[src/design/pdl_pkg.sv]
// Shared types and constants for the PAL delay-line pixel pipeline.
// No dependencies; every other design file imports this package.
`timescale 1ns / 1ps

package pdl_pkg;

  // Field widths.
  localparam int COL_W  = 9;
  localparam int IDX_W  = 8;
  localparam int BANK_W = 2;
  localparam int RGB_W  = 24;
  localparam int R565_W = 16;

  // Stream and register port widths.
  localparam int IN_TDATA_W  = 48;
  localparam int IN_TUSER_W  = 1;
  localparam int OUT_TDATA_W = 40;
  localparam int CFG_AW      = 4;
  localparam int CFG_DW      = 32;

  // Item kinds carried in in_tuser.
  localparam logic CMD_PIXEL = 1'b0;
  localparam logic CMD_WRITE = 1'b1;

  // Palette banks.
  localparam logic [BANK_W-1:0] BANK_EVEN   = 2'd0;
  localparam logic [BANK_W-1:0] BANK_ODD    = 2'd1;
  localparam logic [BANK_W-1:0] BANK_DIRECT = 2'd2;

  // Monitor modes.
  localparam logic [1:0] MON_COLOR = 2'd0;
  localparam logic [1:0] MON_GRAY  = 2'd1;
  localparam logic [1:0] MON_GREEN = 2'd2;
  localparam logic [1:0] MON_AMBER = 2'd3;

  // Register indexes (word address bits 3..2).
  localparam logic [1:0] REG_PAL_BLEND     = 2'd0;
  localparam logic [1:0] REG_MONITOR_MODE  = 2'd1;
  localparam logic [1:0] REG_VISIBLE_START = 2'd2;
  localparam logic [1:0] REG_VISIBLE_END   = 2'd3;

  // Register reset values.
  localparam logic       RST_PAL_BLEND     = 1'b1;
  localparam logic [1:0] RST_MONITOR_MODE  = MON_COLOR;
  localparam logic [8:0] RST_VISIBLE_START = 9'd24;
  localparam logic [8:0] RST_VISIBLE_END   = 9'd360;

  // Luma weights (per mille) and the reciprocal used for the divide by 125.
  localparam int LUMA_WR     = 299;
  localparam int LUMA_WG     = 587;
  localparam int LUMA_WB     = 114;
  localparam int RECIP_125   = 1048;  // floor(2^17 / 125)
  localparam int DIV_125     = 125;
  localparam int AMBER_G     = 176;
  localparam int HUE_MASK    = 8'hF0;
  localparam int LUMA_MASK   = 8'h0F;

  // Queue between the front and the back.
  localparam int QUEUE_DEPTH = 4;
  localparam int QPTR_W      = 2;
  localparam int QCNT_W      = 3;

  typedef struct packed {
    logic                   pal_blend;
    logic [1:0]             monitor_mode;
    logic [COL_W-1:0]       visible_start;
    logic [COL_W-1:0]       visible_end;
  } pdl_cfg_t;

  // One classified item on its way from the front to the back.
  typedef struct packed {
    logic                   is_wr;
    logic [IDX_W-1:0]       idx;
    logic [IDX_W-1:0]       mixed;
    logic                   odd;
    logic                   vis;
    logic [BANK_W-1:0]      bank;
    logic [RGB_W-1:0]       rgb;
  } pdl_item_t;

endpackage

[src/design/pdl_front.sv]
// Front end: accepts items, keeps the previous-line index buffer and
// classifies each item for the back end. Depends on pdl_pkg.
`timescale 1ns / 1ps

module pdl_front #(
  parameter int LINE_WIDTH = 384
) (
  input  logic                        clk,
  input  logic                        rst_n,
  input  pdl_pkg::pdl_cfg_t           cfg,
  input  logic                        in_valid,
  output logic                        in_ready,
  input  logic                        in_cmd,
  input  logic [pdl_pkg::IDX_W-1:0]   in_idx,
  input  logic [pdl_pkg::COL_W-1:0]   in_col,
  input  logic                        in_first,
  input  logic                        in_odd,
  input  logic [pdl_pkg::BANK_W-1:0]  in_bank,
  input  logic [pdl_pkg::RGB_W-1:0]   in_rgb,
  output logic                        q_valid,
  input  logic                        q_ready,
  output pdl_pkg::pdl_item_t          q_item
);
  import pdl_pkg::*;

  localparam int LB_AW = $clog2(LINE_WIDTH);
  localparam int CW    = (LB_AW > COL_W) ? LB_AW : COL_W;

  logic [IDX_W-1:0]  line_mem [LINE_WIDTH];
  logic [IDX_W-1:0]  lb_rd_r;

  logic              f1_valid_r;
  logic              f1_is_wr_r;
  logic [IDX_W-1:0]  f1_idx_r;
  logic              f1_use_prev_r;
  logic              f1_odd_r;
  logic              f1_vis_r;
  logic [BANK_W-1:0] f1_bank_r;
  logic [RGB_W-1:0]  f1_rgb_r;

  logic [CW-1:0]     col_ext;
  logic [LB_AW-1:0]  lb_addr;
  logic              in_line;
  logic              accept;
  logic              is_pixel;
  logic              vis;
  logic [IDX_W-1:0]  prev;

  assign col_ext  = CW'(in_col);
  assign lb_addr  = col_ext[LB_AW-1:0];
  assign in_line  = {1'b0, col_ext} < (CW+1)'(LINE_WIDTH);
  assign in_ready = !f1_valid_r || q_ready;
  assign accept   = in_valid && in_ready;
  assign is_pixel = (in_cmd == CMD_PIXEL);
  assign vis      = (in_col >= cfg.visible_start) && (in_col < cfg.visible_end);

  // The buffer read returns the index left by the previous line; the new
  // index replaces it at the same edge.
  always_ff @(posedge clk) begin
    if (accept && is_pixel && in_line) begin
      lb_rd_r           <= line_mem[lb_addr];
      line_mem[lb_addr] <= in_idx;
    end
  end

  always_ff @(posedge clk) begin
    if (!rst_n) begin
      f1_valid_r <= 1'b0;
    end else if (in_ready) begin
      f1_valid_r <= in_valid;
    end
  end

  always_ff @(posedge clk) begin
    if (accept) begin
      f1_is_wr_r    <= !is_pixel;
      f1_idx_r      <= in_idx;
      f1_use_prev_r <= in_line && !in_first;
      f1_odd_r      <= in_odd;
      f1_vis_r      <= vis;
      f1_bank_r     <= in_bank;
      f1_rgb_r      <= in_rgb;
    end
  end

  assign prev    = f1_use_prev_r ? lb_rd_r : f1_idx_r;
  assign q_valid = f1_valid_r;

  always_comb begin
    q_item.is_wr = f1_is_wr_r;
    q_item.idx   = f1_idx_r;
    q_item.mixed = (prev & IDX_W'(HUE_MASK)) | (f1_idx_r & IDX_W'(LUMA_MASK));
    q_item.odd   = f1_odd_r;
    q_item.vis   = f1_vis_r;
    q_item.bank  = f1_bank_r;
    q_item.rgb   = f1_rgb_r;
  end

endmodule

[config.mk]
export PLATFORM = sky130hd
export DESIGN_NAME = pdl_front
export DESIGN_NICKNAME = d
export VERILOG_FILES = /design/src/design/pdl_pkg.sv /design/src/design/pdl_front.sv
export SDC_FILE = /design/constraint.sdc
export NUM_CORES = 2
export LEC_CHECK = 0
export ABC_AREA = 1
export BUFFER_PORTS_ARGS = -buffer_cell sky130_fd_sc_hd__buf_2
export CAP_MARGIN = 20
export CORE_UTILIZATION = 45
export CTS_BUF_LIST = sky130_fd_sc_hd__clkbuf_4 sky130_fd_sc_hd__clkbuf_8
export DETAILED_ROUTE_END_ITERATION = 8
export PLACE_DENSITY_LB_ADDON = 0.1
export SETUP_SLACK_MARGIN = 0.5
export SYNTH_ARGS = -nofsm -noshare
export SYNTH_HDL_FRONTEND = slang
export SYNTH_SLANG_ARGS = --single-unit
[constraint.sdc]
create_clock -name clk -period 6.75 [get_ports clk]
set_clock_uncertainty 0.1 [all_clocks]
set_input_delay 1.35 -clock clk [delete_from_list [all_inputs] [get_ports clk]]
set_output_delay 1.35 -clock clk [all_outputs]
set_load 0.02 [all_outputs]
; Word level (Yosys, flattened, before mapping)
; Memories as Yosys holds them, arrays and structs flattened. A register that Yosys moved wholly into a read port is not among the register bits.
; Cells that the tools add are included.
[word_totals]
wordCells = 25
regBits = 39
n_memories = 1
out_inout_bits = 47
in_bits = 71
ram_bits = 3072
[op_classes]
n_mux = 3
bitwise = 2
reduce_logical = 8
order_cmp = 3
[mem_list]
columns = memory, depth, word_bits, rd, rd_ports_with_merged_regs, wr, line_no
row1 = line_mem, 384, 8, 1, 1, 1, pdl_front.sv:29  ; logic [IDX_W-1:0] line_mem [LINE_WIDTH];
[ops]
columns = cell, count
row1 = $ge A9 B9 Y1, 1
row2 = $lt A9 B9 Y1, 1
row3 = $lt A9 B9 Y1 const B, 1
row4 = $mux W8, 1
row5 = $or A8 B4 Y8, 1
row6 = $logic_and A1 B1 Y1, 5
row7 = $logic_not A1 Y1, 2
row8 = $mux W1, 2
row9 = $logic_or A1 B1 Y1, 1
row10 = $not A1 Y1, 1

; Logic depth before layout (Yosys ltp)
[logic_depth]
depth_word = 7
ltp_mapped = 18
ltp_nobuf = 15

; Worst setup path before layout
; Ideal clock, no wire load.
[synth_path]
path_kind = in2reg
start = input port q_ready
end = memory line_mem[102][4], enable pin
setup_time_ns = 0.329
stages = 9
path_buffers = 1
t_required_ns = 6.321
path_slack_ns = 3.448
arrival_ns = 2.873
cell_sequence = inv_1 -> nand2_1 -> nand2_1 -> nor3_2 -> inv_1 -> nor3_2 -> nand2_1 -> clkbuf_1 -> nor2_1
[synth_between]
elab_chain_cells = 6
[synth_lines]
columns = item, line_no
row1 = start: declaration, pdl_front.sv:21  ; input logic q_ready,
row2 = $logic_or A1 B1 Y1, pdl_front.sv:52  ; assign in_ready = !f1_valid_r || q_ready;
row3 = net in_ready, pdl_front.sv:12  ; output logic in_ready,
row4 = $logic_and A1 B1 Y1, pdl_front.sv:53  ; assign accept = in_valid && in_ready;
row5 = $logic_and A1 B1 Y1 (2 in a row), pdl_front.sv:60  ; if (accept && is_pixel && in_line) begin
row6 = $mux W1, pdl_front.sv:60
row7 = $mux W1 (not written as such), pdl_front.sv:62  ; line_mem[lb_addr] <= in_idx;
row8 = end: declaration, pdl_front.sv:29
; The timed path passes the listed nets, and every way through them passes these cells.

; Final worst setup path
[layout_path]
start = input port in_col[0] (netlist bit)
end = register lb_rd_r[5], read port of line_mem, data pin
[layout_between]
elab_chain_cells = 2
[layout_lines]
columns = item, line_no
row1 = start: declaration, pdl_front.sv:15  ; input logic [pdl_pkg::COL_W-1:0] in_col,
row2 = $lt A9 B9 Y1, pdl_front.sv:51  ; assign in_line = {1'b0, col_ext} < (CW+1)'(LINE_WIDTH);
row3 = $logic_and A1 B1 Y1, pdl_front.sv:60
row4 = end: declaration, pdl_front.sv:30  ; logic [IDX_W-1:0] lb_rd_r;
; Several ways; a longest one is shown, not always the timed one.
; A chain may end at the register's enable or synchronous reset.

==> flow_summary_export.csv <==
group,metric,value,unit
critical_path,critical_path_required,7.37,ns
power,power_density,279.5,nW/um^2
timing,rsz_0062_raised_after_global_routing,"no",
final_layout,finish.net_count,6288,
place,gp_routability_congestion,0.8372,
timing,period_share,59.69,%
critical_path,path_common_cell,"nand2_1",
grt,grt_first_pass_wirelength,278.2,mm
critical_path,cp_slowest_cell,"buf_8",
min_path,min_delay_worst_type,"reg -> reg",
clock_network,clock-sinks,1579,
clock_network,clk_path_buf_depth,4,
final_layout,area_delta_synth_final,11.58,%
clock_network,cts-root-buf,"clkbuf_8",
place,io_buffers,114,
final_layout,post_route_cells_drive_above_1_share,9.994,%
yosys,synthCells,6051,
critical_path,crit_path_max_incr_delay,0.53,ns
yosys,postSynth.topFlopCell,"edfxtp_1",
final_layout,finalCoreUtilization,50.74,%
grt,gr-usage-all-layers,25.63,%
grt,number_of_global_route_vias_before_repair,43562,
yosys,synth_seq_cells,1579,
timing,timing_worst_slew_pin_value,1.138,ns
yosys,synth.most_common_cell,"nand2_1",
critical_path,data_arrival_critical_path,4.65,ns
detailed_routing,final_antenna_net_count,0,
yosys,synth_warnings,0,
yosys,synthTopCellsByArea,"edfxtp_1 72%, nand2_1 18%, nor2_1 3.1%, buf_2 1.2%, nand3_1 1.0%",
final_layout,fin_area,72990,sq um
floorplanning,core.rowCount,139,
job,drv_cap,0,
floorplanning,initial_utilization,45.48,%
clock_network,number_of_instances_resized_during_post_cts_repair,0,
place,post-dp-hpwl,102.9,mm
critical_path,path_max_fanout,93,
clock_network,cts_inserted_buffers,283,
clock_network,cts.reportedPaths.clkPinSlew,0.06,ns
floorplanning,dieHeight,383.3,microns
yosys,synth.lib_cells_used.distinct,28,
detailed_routing,route.detailed.vias_per_inst,5.259,
yosys,number_of_enable_type_register_cells_in_the_synthesized_netlist,1578,
timing,post_route_worst_setup_slack,2.721,ns
critical_path,timing_worst_setup_path_type,"in -> reg",
yosys,syn-num-nets,6139,
timing,timing.final.setup_violations,0,
critical_path,worst_r2r_startpoint,"q_valid",
floorplanning,floorplan.io_pins,118,
yosys,syn-cell-area,65410,sq um
yosys,synth.cells.most_frequent,"3,166 x nand2_1, 1,578 x edfxtp_1, 541 x nor2_1, 160 x buf_2, 136 x nand3_1",
timing,maxClockFrequency,248.2,MHz
power,p_leak,27.84,nW
yosys,netlist.area_leader.share,72.44,%
place,post-place-ws,1.713,ns
yosys,yosys.area.top_type,"edfxtp_1",
place,placedInstanceArea,67830,sq um
detailed_routing,dr.pass1.iters,7,
detailed_routing,vias,43650,
run_status,violations,"DRC",
timing,period_minus_slack,4.029,ns
floorplanning,die_width,383.3,microns
grt,number_of_antenna_violations_at_the_first_check_in_global_routing,5,
clock_network,post_cts.repair.setup_buffers,0,
floorplanning,floorplan.core_area,143800,sq um
yosys,async_set_reset_flop_share_out_of_synthesis,0,%
detailed_routing,avgRoutedWirePerCell,22.59,microns
grt,grt_max_degree,182,
power,irDropWorstVdd,0.1662,mV
floorplanning,die-area,146900,sq um
clock_network,clock_tree.htree_level_count,5,
timing,report.final.hold_viol_count,0,
clock_network,tritoncts,"done",
clock_network,cts-hold-fix-buffers,0,
critical_path,worstSetupStartpointType,"input pin",
timing,worst_slew_margin_rel,23.85,%
timing,timing.setup.tns,0,ns
grt,globalRoute.totalOverflow,0,
run_status,outcome,"complete, but fails checks",
detailed_routing,routed_wl,187.5,mm
critical_path,cp_cell_sequence,"buf_8 -> inv_16 -> buf_4 -> nand2_1 -> nand2_1 -> nand2_1 -> nand2_1 -> nand2_1 -> nand2_1 -> nor2_1 -> nor2_1 -> nor2_1 -> nand2_1 -> nand2_1 -> nand2_1 -> nor2_1 -> nand2_1",
critical_path,crit_path_end_kind,"register",
clock_network,insertion_delay,0.98,ns
timing,drv_slew,0,
detailed_routing,drt-initial-drc-count,3948,
detailed_routing,remaining_drc_errors,44,
yosys,share_of_the_yosys_chip_area_belonging_to_registers,72.47,%
min_path,holdCritStartpoint,"q_valid",
critical_path,cp_launch_point,"in_col[0]",
yosys,synth.avg_cell_area,10.81,sq um
==> state kept, by name, indices dropped and copies added (netlist names), 2 cells and up <==
| signal | cells |
|---|---|
| f1_rgb_r | 24 |
| f1_idx_r | 8 |
| line_mem | 1536 |
| f1_bank_r | 2 |
| lb_rd_r | 4 |
==> final cells by class <==
cell class | instances | area, sq um
Fill cell | 12998 | 70840
Sequential cell | 1579 | 47410
Multi-Input combinational cell | 4099 | 16320
Clock buffer | 375 | 4661
Tap cell | 1903 | 2381
Timing Repair Buffer | 195 | 1525
Clock inverter | 104 | 490.5
Inverter | 42 | 196.4
Antenna cell | 3 | 7.507
==> cells in the final DEF, fill, tap and decap left out, drive strengths merged <==
cell      Yosys  routed
a22oi        28      28
mux2          4       4
a21oi        39      39
nor3          6       6
a21boi        1       1
nand2      3166    3166
edfxtp     1578    1578
nand3       136     136
dfxtp         1       1
diode         0       3
inv          38      39
clkinv        4     104
bufinv        0       2
clkbuf      114     376
o21ai        78      78
ha           17      17
nor2        546     546
buf         217     194
clkinvlp      0       1
o21a          2       2
o2111ai       2       2
nand4        74      74
==> worst max-delay path, delay by kind of cell <==
| family | cells | cell delay (ns) |
|---|---|---|
| simple gates | 14 | 1.89 |
| buf+inv | 3 | 1.21 |
==> stage by stage <==
step	total power [W]	cells	hold WS, ns
final	0.02040	8300	0.4325
after global routing	0.02109	8299	0.3662
after CTS	0.02057	8297	0.3329
after detailed placement	0.01223	7818	0.4325
after global placement	0.01222	7816	0.4082
after floorplan	0.01165	6051	0.6373
==> logic make-up after synthesis <==
family / share of synthesized area (%)
compound gates: 1.278
fa+ha+maj: 0.3252
buf+inv: 2.701
flops: 72.47
mux: 0.06886
simple gates: 23.15
==> routing by layer <==
| metal | vias up | GRT usage, % | routed length, microns |
|---|---|---|---|
| li1 | 20478 | - | - |
| met1 | 21358 | 34.78 | 80820 |
| met2 | 1490 | 41.96 | 88990 |
| met3 | 324 | 4.470 | 12760 |
| met4 | 0 | 8.037 | 4909 |
| met5 | - | 0 | 0 |
==> path summary, 6_finish.rpt <==
kind | end | slack, ns | cells after the start
setup / recovery | lb_rd_r[5] | 2.72 | 17
hold / removal | q_valid | 0.43 | 2
setup reg to reg | line_mem[164][5] | 2.99 | 8
hold reg to reg | q_valid | 0.43 | 2
==> where the power goes <==
group	internal, W	switching [W]	leakage, nW	total, W
Combinational	0.000273	0.000928	10.9	0.00120
Sequential	0.0108	0.00000656	14.2	0.0108
Clock	0.00454	0.00384	2.75	0.00838
Total	0.0156	0.00478	27.8	0.0204
Power figures use the tool's default switching activity.
