[config.mk]
export PLATFORM = sky130hd
export DESIGN_NAME = pdl_queue
export DESIGN_NICKNAME = d
export VERILOG_FILES = /design/src/design/pdl_pkg.sv /design/src/design/pdl_queue.sv
export SDC_FILE = /design/constraint.sdc
export NUM_CORES = 1
export LEC_CHECK = 0
export BUFFER_PORTS_ARGS = -buffer_cell sky130_fd_sc_hd__buf_2
export CAP_MARGIN = 10
export CORE_ASPECT_RATIO = 1.25
export CORE_MARGIN = 5
export CORE_UTILIZATION = 40
export CTS_BUF_LIST = sky130_fd_sc_hd__clkbuf_4 sky130_fd_sc_hd__clkbuf_8
export CTS_CLUSTER_DIAMETER = 60
export DETAILED_ROUTE_END_ITERATION = 8
export HOLD_SLACK_MARGIN = 0.03
export PLACE_DENSITY_LB_ADDON = 0.3
export SKIP_CTS_REPAIR_TIMING = 1
export SYNTH_ARGS = -nofsm -noshare
export SYNTH_HDL_FRONTEND = slang
export SYNTH_SLANG_ARGS = --single-unit
export TNS_END_PERCENT = 100
[constraint.sdc]
create_clock -name clk -period 3.38 [get_ports clk]
set_input_delay 0.507 -clock clk [delete_from_list [all_inputs] [get_ports clk]]
set_output_delay 0.507 -clock clk [all_outputs]
set_load 0.05 [all_outputs]
[src/design/pdl_pkg.sv]
// Shared types and constants for the PAL delay-line pixel pipeline.
// No dependencies; every other design file imports this package.
`timescale 1ns / 1ps

package pdl_pkg;

  // Field widths.
  localparam int COL_W  = 9;
  localparam int IDX_W  = 8;
  localparam int BANK_W = 2;
  localparam int RGB_W  = 24;
  localparam int R565_W = 16;

  // Stream and register port widths.
  localparam int IN_TDATA_W  = 48;
  localparam int IN_TUSER_W  = 1;
  localparam int OUT_TDATA_W = 40;
  localparam int CFG_AW      = 4;
  localparam int CFG_DW      = 32;

  // Item kinds carried in in_tuser.
  localparam logic CMD_PIXEL = 1'b0;
  localparam logic CMD_WRITE = 1'b1;

  // Palette banks.
  localparam logic [BANK_W-1:0] BANK_EVEN   = 2'd0;
  localparam logic [BANK_W-1:0] BANK_ODD    = 2'd1;
  localparam logic [BANK_W-1:0] BANK_DIRECT = 2'd2;

  // Monitor modes.
  localparam logic [1:0] MON_COLOR = 2'd0;
  localparam logic [1:0] MON_GRAY  = 2'd1;
  localparam logic [1:0] MON_GREEN = 2'd2;
  localparam logic [1:0] MON_AMBER = 2'd3;

  // Register indexes (word address bits 3..2).
  localparam logic [1:0] REG_PAL_BLEND     = 2'd0;
  localparam logic [1:0] REG_MONITOR_MODE  = 2'd1;
  localparam logic [1:0] REG_VISIBLE_START = 2'd2;
  localparam logic [1:0] REG_VISIBLE_END   = 2'd3;

  // Register reset values.
  localparam logic       RST_PAL_BLEND     = 1'b1;
  localparam logic [1:0] RST_MONITOR_MODE  = MON_COLOR;
  localparam logic [8:0] RST_VISIBLE_START = 9'd24;
  localparam logic [8:0] RST_VISIBLE_END   = 9'd360;

  // Luma weights (per mille) and the reciprocal used for the divide by 125.
  localparam int LUMA_WR     = 299;
  localparam int LUMA_WG     = 587;
  localparam int LUMA_WB     = 114;
  localparam int RECIP_125   = 1048;  // floor(2^17 / 125)
  localparam int DIV_125     = 125;
  localparam int AMBER_G     = 176;
  localparam int HUE_MASK    = 8'hF0;
  localparam int LUMA_MASK   = 8'h0F;

  // Queue between the front and the back.
  localparam int QUEUE_DEPTH = 4;
  localparam int QPTR_W      = 2;
  localparam int QCNT_W      = 3;

  typedef struct packed {
    logic                   pal_blend;
    logic [1:0]             monitor_mode;
    logic [COL_W-1:0]       visible_start;
    logic [COL_W-1:0]       visible_end;
  } pdl_cfg_t;

  // One classified item on its way from the front to the back.
  typedef struct packed {
    logic                   is_wr;
    logic [IDX_W-1:0]       idx;
    logic [IDX_W-1:0]       mixed;
    logic                   odd;
    logic                   vis;
    logic [BANK_W-1:0]      bank;
    logic [RGB_W-1:0]       rgb;
  } pdl_item_t;

endpackage

[src/design/pdl_queue.sv]
// Short first-in first-out queue that decouples the front from the back.
// Depends on pdl_pkg for the item type and the depth.
`timescale 1ns / 1ps

module pdl_queue (
  input  logic               clk,
  input  logic               rst_n,
  input  logic               push_valid,
  output logic               push_ready,
  input  pdl_pkg::pdl_item_t push_item,
  output logic               pop_valid,
  input  logic               pop_ready,
  output pdl_pkg::pdl_item_t pop_item
);
  import pdl_pkg::*;

  pdl_item_t         q_mem_r [QUEUE_DEPTH];
  logic [QPTR_W-1:0] wr_ptr_r;
  logic [QPTR_W-1:0] rd_ptr_r;
  logic [QCNT_W-1:0] count_r;
  logic              push;
  logic              pop;

  assign push_ready = (count_r != QCNT_W'(QUEUE_DEPTH));
  assign pop_valid  = (count_r != '0);
  assign push       = push_valid && push_ready;
  assign pop        = pop_valid && pop_ready;
  assign pop_item   = q_mem_r[rd_ptr_r];

  always_ff @(posedge clk) begin
    if (push) begin
      q_mem_r[wr_ptr_r] <= push_item;
    end
  end

  always_ff @(posedge clk) begin
    if (!rst_n) begin
      wr_ptr_r <= '0;
      rd_ptr_r <= '0;
      count_r  <= '0;
    end else begin
      if (push) begin
        wr_ptr_r <= wr_ptr_r + 1'b1;
      end
      if (pop) begin
        rd_ptr_r <= rd_ptr_r + 1'b1;
      end
      case ({push, pop})
        2'b10:   count_r <= count_r + 1'b1;
        2'b01:   count_r <= count_r - 1'b1;
        default: count_r <= count_r;
      endcase
    end
  end

endmodule

# After elaboration in Yosys (flattened, before gate mapping)
# Memories as Yosys holds them, arrays and structs flattened. A register that Yosys moved wholly into a read port is not among the register bits.
# Cells that the tools add are included.
[totals]
register_bits = 7
latchBits = 0
ramBits = 180
rom_bits = 0
output_inout_bits = 47
word_cells = 20
memories = 1
[op_classes]
n_addsub = 4
mul = 0
n_div = 0
magnitude_cmp = 0
n_eq_ne = 3
n_shift = 0
muxes = 5
bitwise_logic = 0
reduce_logical = 4
[memory_table]
columns = ["name", "depth", "width", "read_ports", "rd_clocked_by_memory_dff", "wr", "line", "rtl"]
rows = [
  ["q_mem_r", 4, 45, 1, 1, 1, "pdl_queue.sv:17", "pdl_item_t q_mem_r [QUEUE_DEPTH];"],
]
[ops]
columns = ["cell", "count"]
rows = [
  ["$pmux W3 S2", 1],
  ["$add A2 B1 Y2 const B", 2],
  ["$mux W2", 2],
  ["$add A3 B1 Y3 const B", 1],
  ["$ne A3 B3 Y1 const B", 1],
  ["$reduce_bool A3 Y1", 1],
  ["$sub A3 B1 Y3 const B", 1],
  ["$eq A2 B1 Y1 const B", 1],
  ["$eq A2 B2 Y1 const B", 1],
  ["$logic_and A1 B1 Y1", 2],
  ["$mux W1", 2],
  ["$reduce_bool A2 Y1", 1],
]

# Longest topological paths before layout
# Gate-level depths: netlist of run 1.
[depth]
word_depth = 4
depth_mapped = 9
mapped_depth_nobuf = 9

# Worst setup path before layout of run 1
# No wires, ideal clock.
[synth_path]
kind = "input -> register"
from = "input port push_valid"
to = "memory q_mem_r[0][0] (netlist bit) (enable)"
setup_time_ns = 0.407
t_arrival_ns = 1.901
required_ns = 2.973
setup_slack_ns = 1.072
cell_stages = 2
path_cell_list = "a21boi_2 and2_1"
[synth_via]
elab_chain_cells = 3
[synth_rtl]
columns = ["element", "line", "rtl"]
rows = [
  ["start, declared", "pdl_queue.sv:8", "input logic push_valid,"],
  ["$logic_and A1 B1 Y1", "pdl_queue.sv:26", "assign push = push_valid && push_ready;"],
  ["$mux W1", "pdl_queue.sv:31", "if (push) begin"],
  ["$mux W1 (implied by the code)", "pdl_queue.sv:32", "q_mem_r[wr_ptr_r] <= push_item;"],
  ["end, declared", "pdl_queue.sv:17", ""],
]
# Every way passes these cells.

==> results.cfg, run 1 <==
[clock_tree]
cts_buffer_depth = 2
cts_buffers = 17
worst_setup_hold_path_clk_slew_ns = 0.10
htreeDepth = 4
cts_root_buffer = clkbuf_8
cts_sinks = 189
insertion_delay_ns = 0.45
cts_tree = built

[placed_design]
portBuffers = 95
dp_hpwl_mm = 8.15
gp_congestion = 0.705

[synthesis]
synth.distinct_cells = 25
synthSimpleGateAreaFrac_pct = 1.35
ys_async_sr_fraction_pct = 0
syn_inst = 287
synth_largest_area_cell = edfxtp_1
muxShareOfSynthArea_pct = 14.9
yosysWarnings = 0
synth_area_per_cell_um2 = 24.5
synthTopCellsByArea = edfxtp_1 77%, mux4_2 13%, dfxtp_1 2.6%
ys_seq_elements = 189
yosysMostFrequentCell = edfxtp_1
synth_top_family_by_area = multiplexers
ys_top_cells_by_count = 180 x edfxtp_1, 40 x mux4_2, 9 x dfxtp_1
synth_xor_area_share_pct = 0.498
syn_nets = 342
synth-compound-area-share_pct = 0.658
ys_seq_area_share_pct = 79.3
synth-edff-count = 180
synthAdderAreaFrac_pct = 1.17
synth_top_area_share_pct = 76.8
ys.flop_type = edfxtp_1
syn_area_mm2 = 0.00704

[critical_path]
crit_chain = buf_4 > mux4_2 > buf_2
r2r-start = count_r[1]$_SDFFE_PN0P_
slowest_delay_ns = 0.68
r2r_end = count_r[2]$_SDFFE_PN0P_
path_class = reg -> out
cp_data_arrival_time_ns = 2.23
rrSetupSlack_ns = 1.32
worst_ep_required_time_ns = 2.87
setup.worst_path.start_class = flop
r2r_cells = 9
crit_fanout = 24
end_kind = primary output
cpMaxStageDelayCell = dfxtp_4

[sta]
period_minus_slack_ns = 2.73
worst_pin_slew_ns = 0.585
holdWs_ns = 0.261
rsz0062_at_grt = no
max_slew_margin_pct = 61.0
fin_worst_skew_ns = 0.00941
finalCritPeriodShare_pct = 80.9
slew_violations = 0
finalSetupTns_ns = 0
timing_hold_violations_final = 0
max_freq_mhz = 366
setup_viol = 0

[run]
max-cap-violations = 0

[cells_and_area]
drive_gt1_share_pct = 44.4
fillerInstances = 1420
area_growth_pct = 17.2
multi_input_area_mm2 = 0.00132
regArea_mm2 = 0.00559
final_nets = 454
num_antenna_cells = 0

[die]
core_area_mm2 = 0.0174
die_area_mm2 = 0.0204
rows = 54
io_pins = 96
die_h_um = 158
start_util_pct = 40.5
chipWidth_um = 129

[grt]
grt_use_total_pct = 12.8
grt_max_degree = 28
grt_pass1_wl_mm = 19.1
antenna_found_initial = 2
grt_pass1_vias = 3406
grt-ovfl-total = 0

[routing]
route.detailed.drc = 0
postRouteAntennaNets = 0
drt_iter0_drc = 152
via_per_inst = 4.89
firstDrtPassIters = 6
routed_wl_mm = 12.5
vias = 3113
post_drt_wl_per_cell_um = 19.7

[min_path]
hp-start = push_item[6]
min_to = q_mem_r[1][6]$_DFFE_PP_
hold_class = in -> reg
whs_path_depth = 1

[power_and_ir_drop]
leakage_nw = 2.76
ir_drop_v = 0.000442
power.density_mw_per_mm2 = 817

[outcome]
outcome = finished, final reports clean
==> per-stage QoR <==
step           setup slack, ns  util, %  power [mW]  cells  instance area [µm²]
2_1_floorplan             1.07        -        4.79    287                 7040
3_3_place_gp              1.06     44.9        5.22    604                 7800
3_5_place_dp              1.06     44.9        5.24    604                 7800
4_1_cts                  0.529     47.5        6.85    636                 8250
5_1_grt                  0.460     47.5        7.05    636                 8250
6_report                 0.647     47.5        6.74    636                 8250
==> worst max-delay path, delay by kind of cell (launching register included) <==
family,cells,cell delay [ns]
flip-flops,1,0.68
multiplexers,1,0.55
buffers and inverters,2,0.53
==> how the worst max path moves through the flow <==
stage / start / to
after CTS: flop / pop_item[17]
after global routing: flop / pop_item[8]
after floorplan: push_valid / q_mem_r[0][0]$_DFFE_PP_
final: flop / pop_item[23]
after detailed placement: flop / pop_item[17]
after global placement: flop / pop_item[8]
==> registers in the layout, summed over array words and instances, names as in the netlist, named ones only <==
register,flops
rd_ptr_r,2
wr_ptr_r,2
q_mem_r,180
count_r,3
==> report_power, final <==
group | switching [mW] | internal [mW] | total, mW
sequential | 0.161 | 2.82 | 2.98
clock | 0.766 | 0.850 | 1.62
combinational | 1.44 | 0.701 | 2.14
total | 2.37 | 4.37 | 6.74
==> cells in the final DEF, fill, tap and decap left out, types with 2 or more instances in the layout <==
master        n
and2_2        4
o21ai_0       2
dfxtp_1       7
bufinv_16     4
mux2i_1       2
xnor2_1       3
buf_4         5
inv_1         6
inv_6         3
nand2_1       6
or3_1         2
clkbuf_8     18
buf_12        4
mux4_1        5
and2_1        3
mux4_2       40
ha_1          5
clkinvlp_4    2
clkbuf_4      2
nor2b_1       2
edfxtp_1    180
clkinv_4      2
buf_2        95
==> area by class of cell <==
class,instances,area share [%]
clock buffer,20,3.19
inverter,6,0.273
sequential,189,67.8
clock inverter,12,2.23
multi-input combinational,81,16.0
tap,224,3.40
timing repair buffer,104,7.19
==> kinds of logic (layout without fill, tap and decap cells) <==
family                     after synthesis  count (layout)
AOI/OAI and AO/OA                        6               6
xor gates and xnor gates                 4               4
adders and majority gates                6               6
buffers and inverters                   17             142
DFF                                    189             189
muxes                                   47              47
and+or+nand+nor                         18              18
==> metal layers <==
| layer | track usage, % | part of all wire [%] | vias to the layer above |
|---|---|---|---|
| met1 | 15.2 | 40 | 1596 |
| met2 | 21.6 | 53 | 74 |
| met4 | 5.20 | 1.3 | 4 |
| met3 | 4.40 | 5.1 | 13 |
| li1 | - | - | 1426 |
| met5 | 0 | 0.17 | - |
(Power assumes the default switching activity.)
==> inputs of run 2 (changes only) <==
Clock period 3.38 ns to 2.2 ns, I/O delays scaled along.
==> run 2 against run 1 <==
Compared with the run above:
- the flow now finishes with violations (setup timing)
- worst hold slack worse by 0.18 ns
- non-clock buffer count is 10 higher
- via count is 1.9% higher
- global-route usage hardly changed
- wire length is 4.1% higher
- critical endpoint is now pop_item[33]
- clock skew is 0.0043 ns higher
- total power is 67% higher
- core utilization is 2.4 points higher
==> results.cfg, run 2 (synthesis results as in run 1) <==
[routing]
route.detailed.drc = 0
post_drt_wl_per_cell_um = 20.2
via_per_inst = 4.92
drt_iter0_drc = 166
vias = 3173
firstDrtPassIters = 4
routed_wl_mm = 13.0
postRouteAntennaNets = 0

[power_and_ir_drop]
ir_drop_v = 0.000648
power.density_mw_per_mm2 = 1300
leakage_nw = 2.93
power_mw = 11.3

[min_path]
whs_path_depth = 1
hold_class = in -> reg
min_to = q_mem_r[3][40]$_DFFE_PP_
hp-start = push_item[40]

[critical_path]
worst_ep_required_time_ns = 1.87
crit_chain = buf_4 > buf_16 > mux4_1 > buf_6
cp_data_arrival_time_ns = 1.88
end_kind = primary output
critical_path.top_delay_family = multiplexers
setup.worst_path.start_class = flop
path_class = reg -> out
r2r_cells = 9
cp_num_buf_inv = 3
r2r-start = count_r[1]$_SDFFE_PN0P_
rrSetupSlack_ns = 0.11
slowest_delay_ns = 0.60
r2r_end = count_r[2]$_SDFFE_PN0P_
cpMaxStageDelayCell = mux4_1
crit_fanout = 6

[sta]
fin_worst_skew_ns = 0.0137
period_minus_slack_ns = 2.21
timing_hold_violations_final = 0
worst_slack_ns = -0.00891
setup_viol = 1
finalCritPeriodShare_pct = 100
rsz0062_at_grt = yes
slew_violations = 0
max_freq_mhz = 453
max_slew_margin_pct = 75.3
worst_pin_slew_ns = 0.365

[placed_design]
portBuffers = 95
gp_congestion = 0.727
dp.cells = 606
dpl_worst_slack_ns = 0.0658
dp_hpwl_mm = 7.63

[die]
die_h_um = 158
die_area_mm2 = 0.0204
core_area_mm2 = 0.0174
rows = 54
start_util_pct = 40.5
io_pins = 96
chipWidth_um = 129

[outcome]
violations = setup timing
outcome = complete, but fails checks

[cells_and_area]
largest_reg_flops = 180
max_flop_register = q_mem_r
final_cell_mix = 180 x edfxtp_1, 50 x buf_2, 42 x mux4_2, 38 x buf_6, 17 x clkbuf_8
fillerInstances = 1427
area_growth_pct = 23.1
drive_gt1_share_pct = 46.6
largestRegisters = q_mem_r x180, count_r x3
layout_commonest_cell = edfxtp_1
num_antenna_cells = 0
stdcell_count = 645
final_nets = 464

[run]
max-cap-violations = 0

[grt]
antenna_found_initial = 1
grt_max_degree = 46
grt_pass1_wl_mm = 18.9
grt-ovfl-total = 0
grt_use_total_pct = 12.9
grt_pass1_vias = 3492

[clock_tree]
htreeDepth = 4
cts_sinks = 189
worst_setup_hold_path_clk_slew_ns = 0.09
cts_root_buffer = clkbuf_8
insertion_delay_ns = 0.46
cts_buffer_depth = 2
cts_tree = built
cts_buffers = 17
## run 2: cell types whose count changed in the layout (fill, tap and decap cells not counted), sizes merged
cell      before  now
buf          104  110
clkinvlp       2    1
clkbuf        20   23
inv            9   10
## run 2: metrics by stage
stage | TNS, ns | util (%) | hold WS [ns] | instance area [µm²]
2_1_floorplan | 0 | - | 0.429 | 7040
3_3_place_gp | 0 | 45.0 | 0.478 | 7820
3_5_place_dp | 0 | 45.0 | 0.500 | 7820
4_1_cts | -0.961 | 47.5 | 0.0505 | 8250
5_1_grt | -1.71 | 49.9 | 0.0452 | 8670
6_report | -0.00891 | 49.9 | 0.0809 | 8670
## run 2: worst register-to-register path, delay by kind of cell, from the launching register on
| kind | cells | cell delay [ns] |
|---|---|---|
| fa+ha+maj | 2 | 0.58 |
| simple gates | 2 | 0.46 |
| flops | 1 | 0.36 |
| compound gates | 2 | 0.31 |
| buf+inv | 2 | 0.17 |
| xor+xnor | 1 | 0.16 |
## run 2: layout make-up
type                       instances  area [µm²]  area share, %
sequential                       189        5590           64.5
inverter                           6        22.5          0.260
clock inverter                    12         184           2.12
timing repair buffer             114        1030           11.9
clock buffer                      19         249           2.87
tap                              224         280           3.23
multi-input combinational         81        1310           15.1
## run 2: how the worst max path moves through the flow
stage	startpoint	end	slack, ns	cells past startpoint
6_report	flop	pop_item[33]	-0.009	4
5_1_grt	flop	pop_item[36]	-0.07	4
4_1_cts	flop	pop_item[33]	-0.12	3
3_5_place_dp	count_r[1]$_SDFFE_PN0P_	count_r[2]$_SDFFE_PN0P_	0.07	9
3_3_place_gp	count_r[1]$_SDFFE_PN0P_	count_r[2]$_SDFFE_PN0P_	0.25	9
2_1_floorplan	count_r[1]$_SDFFE_PN0P_	count_r[2]$_SDFFE_PN0P_	0.31	9
## run 2: power by group
group	leakage (nW)	internal, mW	total [mW]	switching, mW
clock	0.216	1.27	2.42	1.15
combinational	0.983	1.82	4.38	2.56
sequential	1.73	4.34	4.45	0.113
## run 2: routing by layer
layer,part of all wire [%],vias up,track usage (%)
met4,2.0,2,6.15
met3,3.7,18,2.99
met5,0.092,-,0
li1,-,1444,-
met1,38,1648,14.4
met2,56,61,23.0
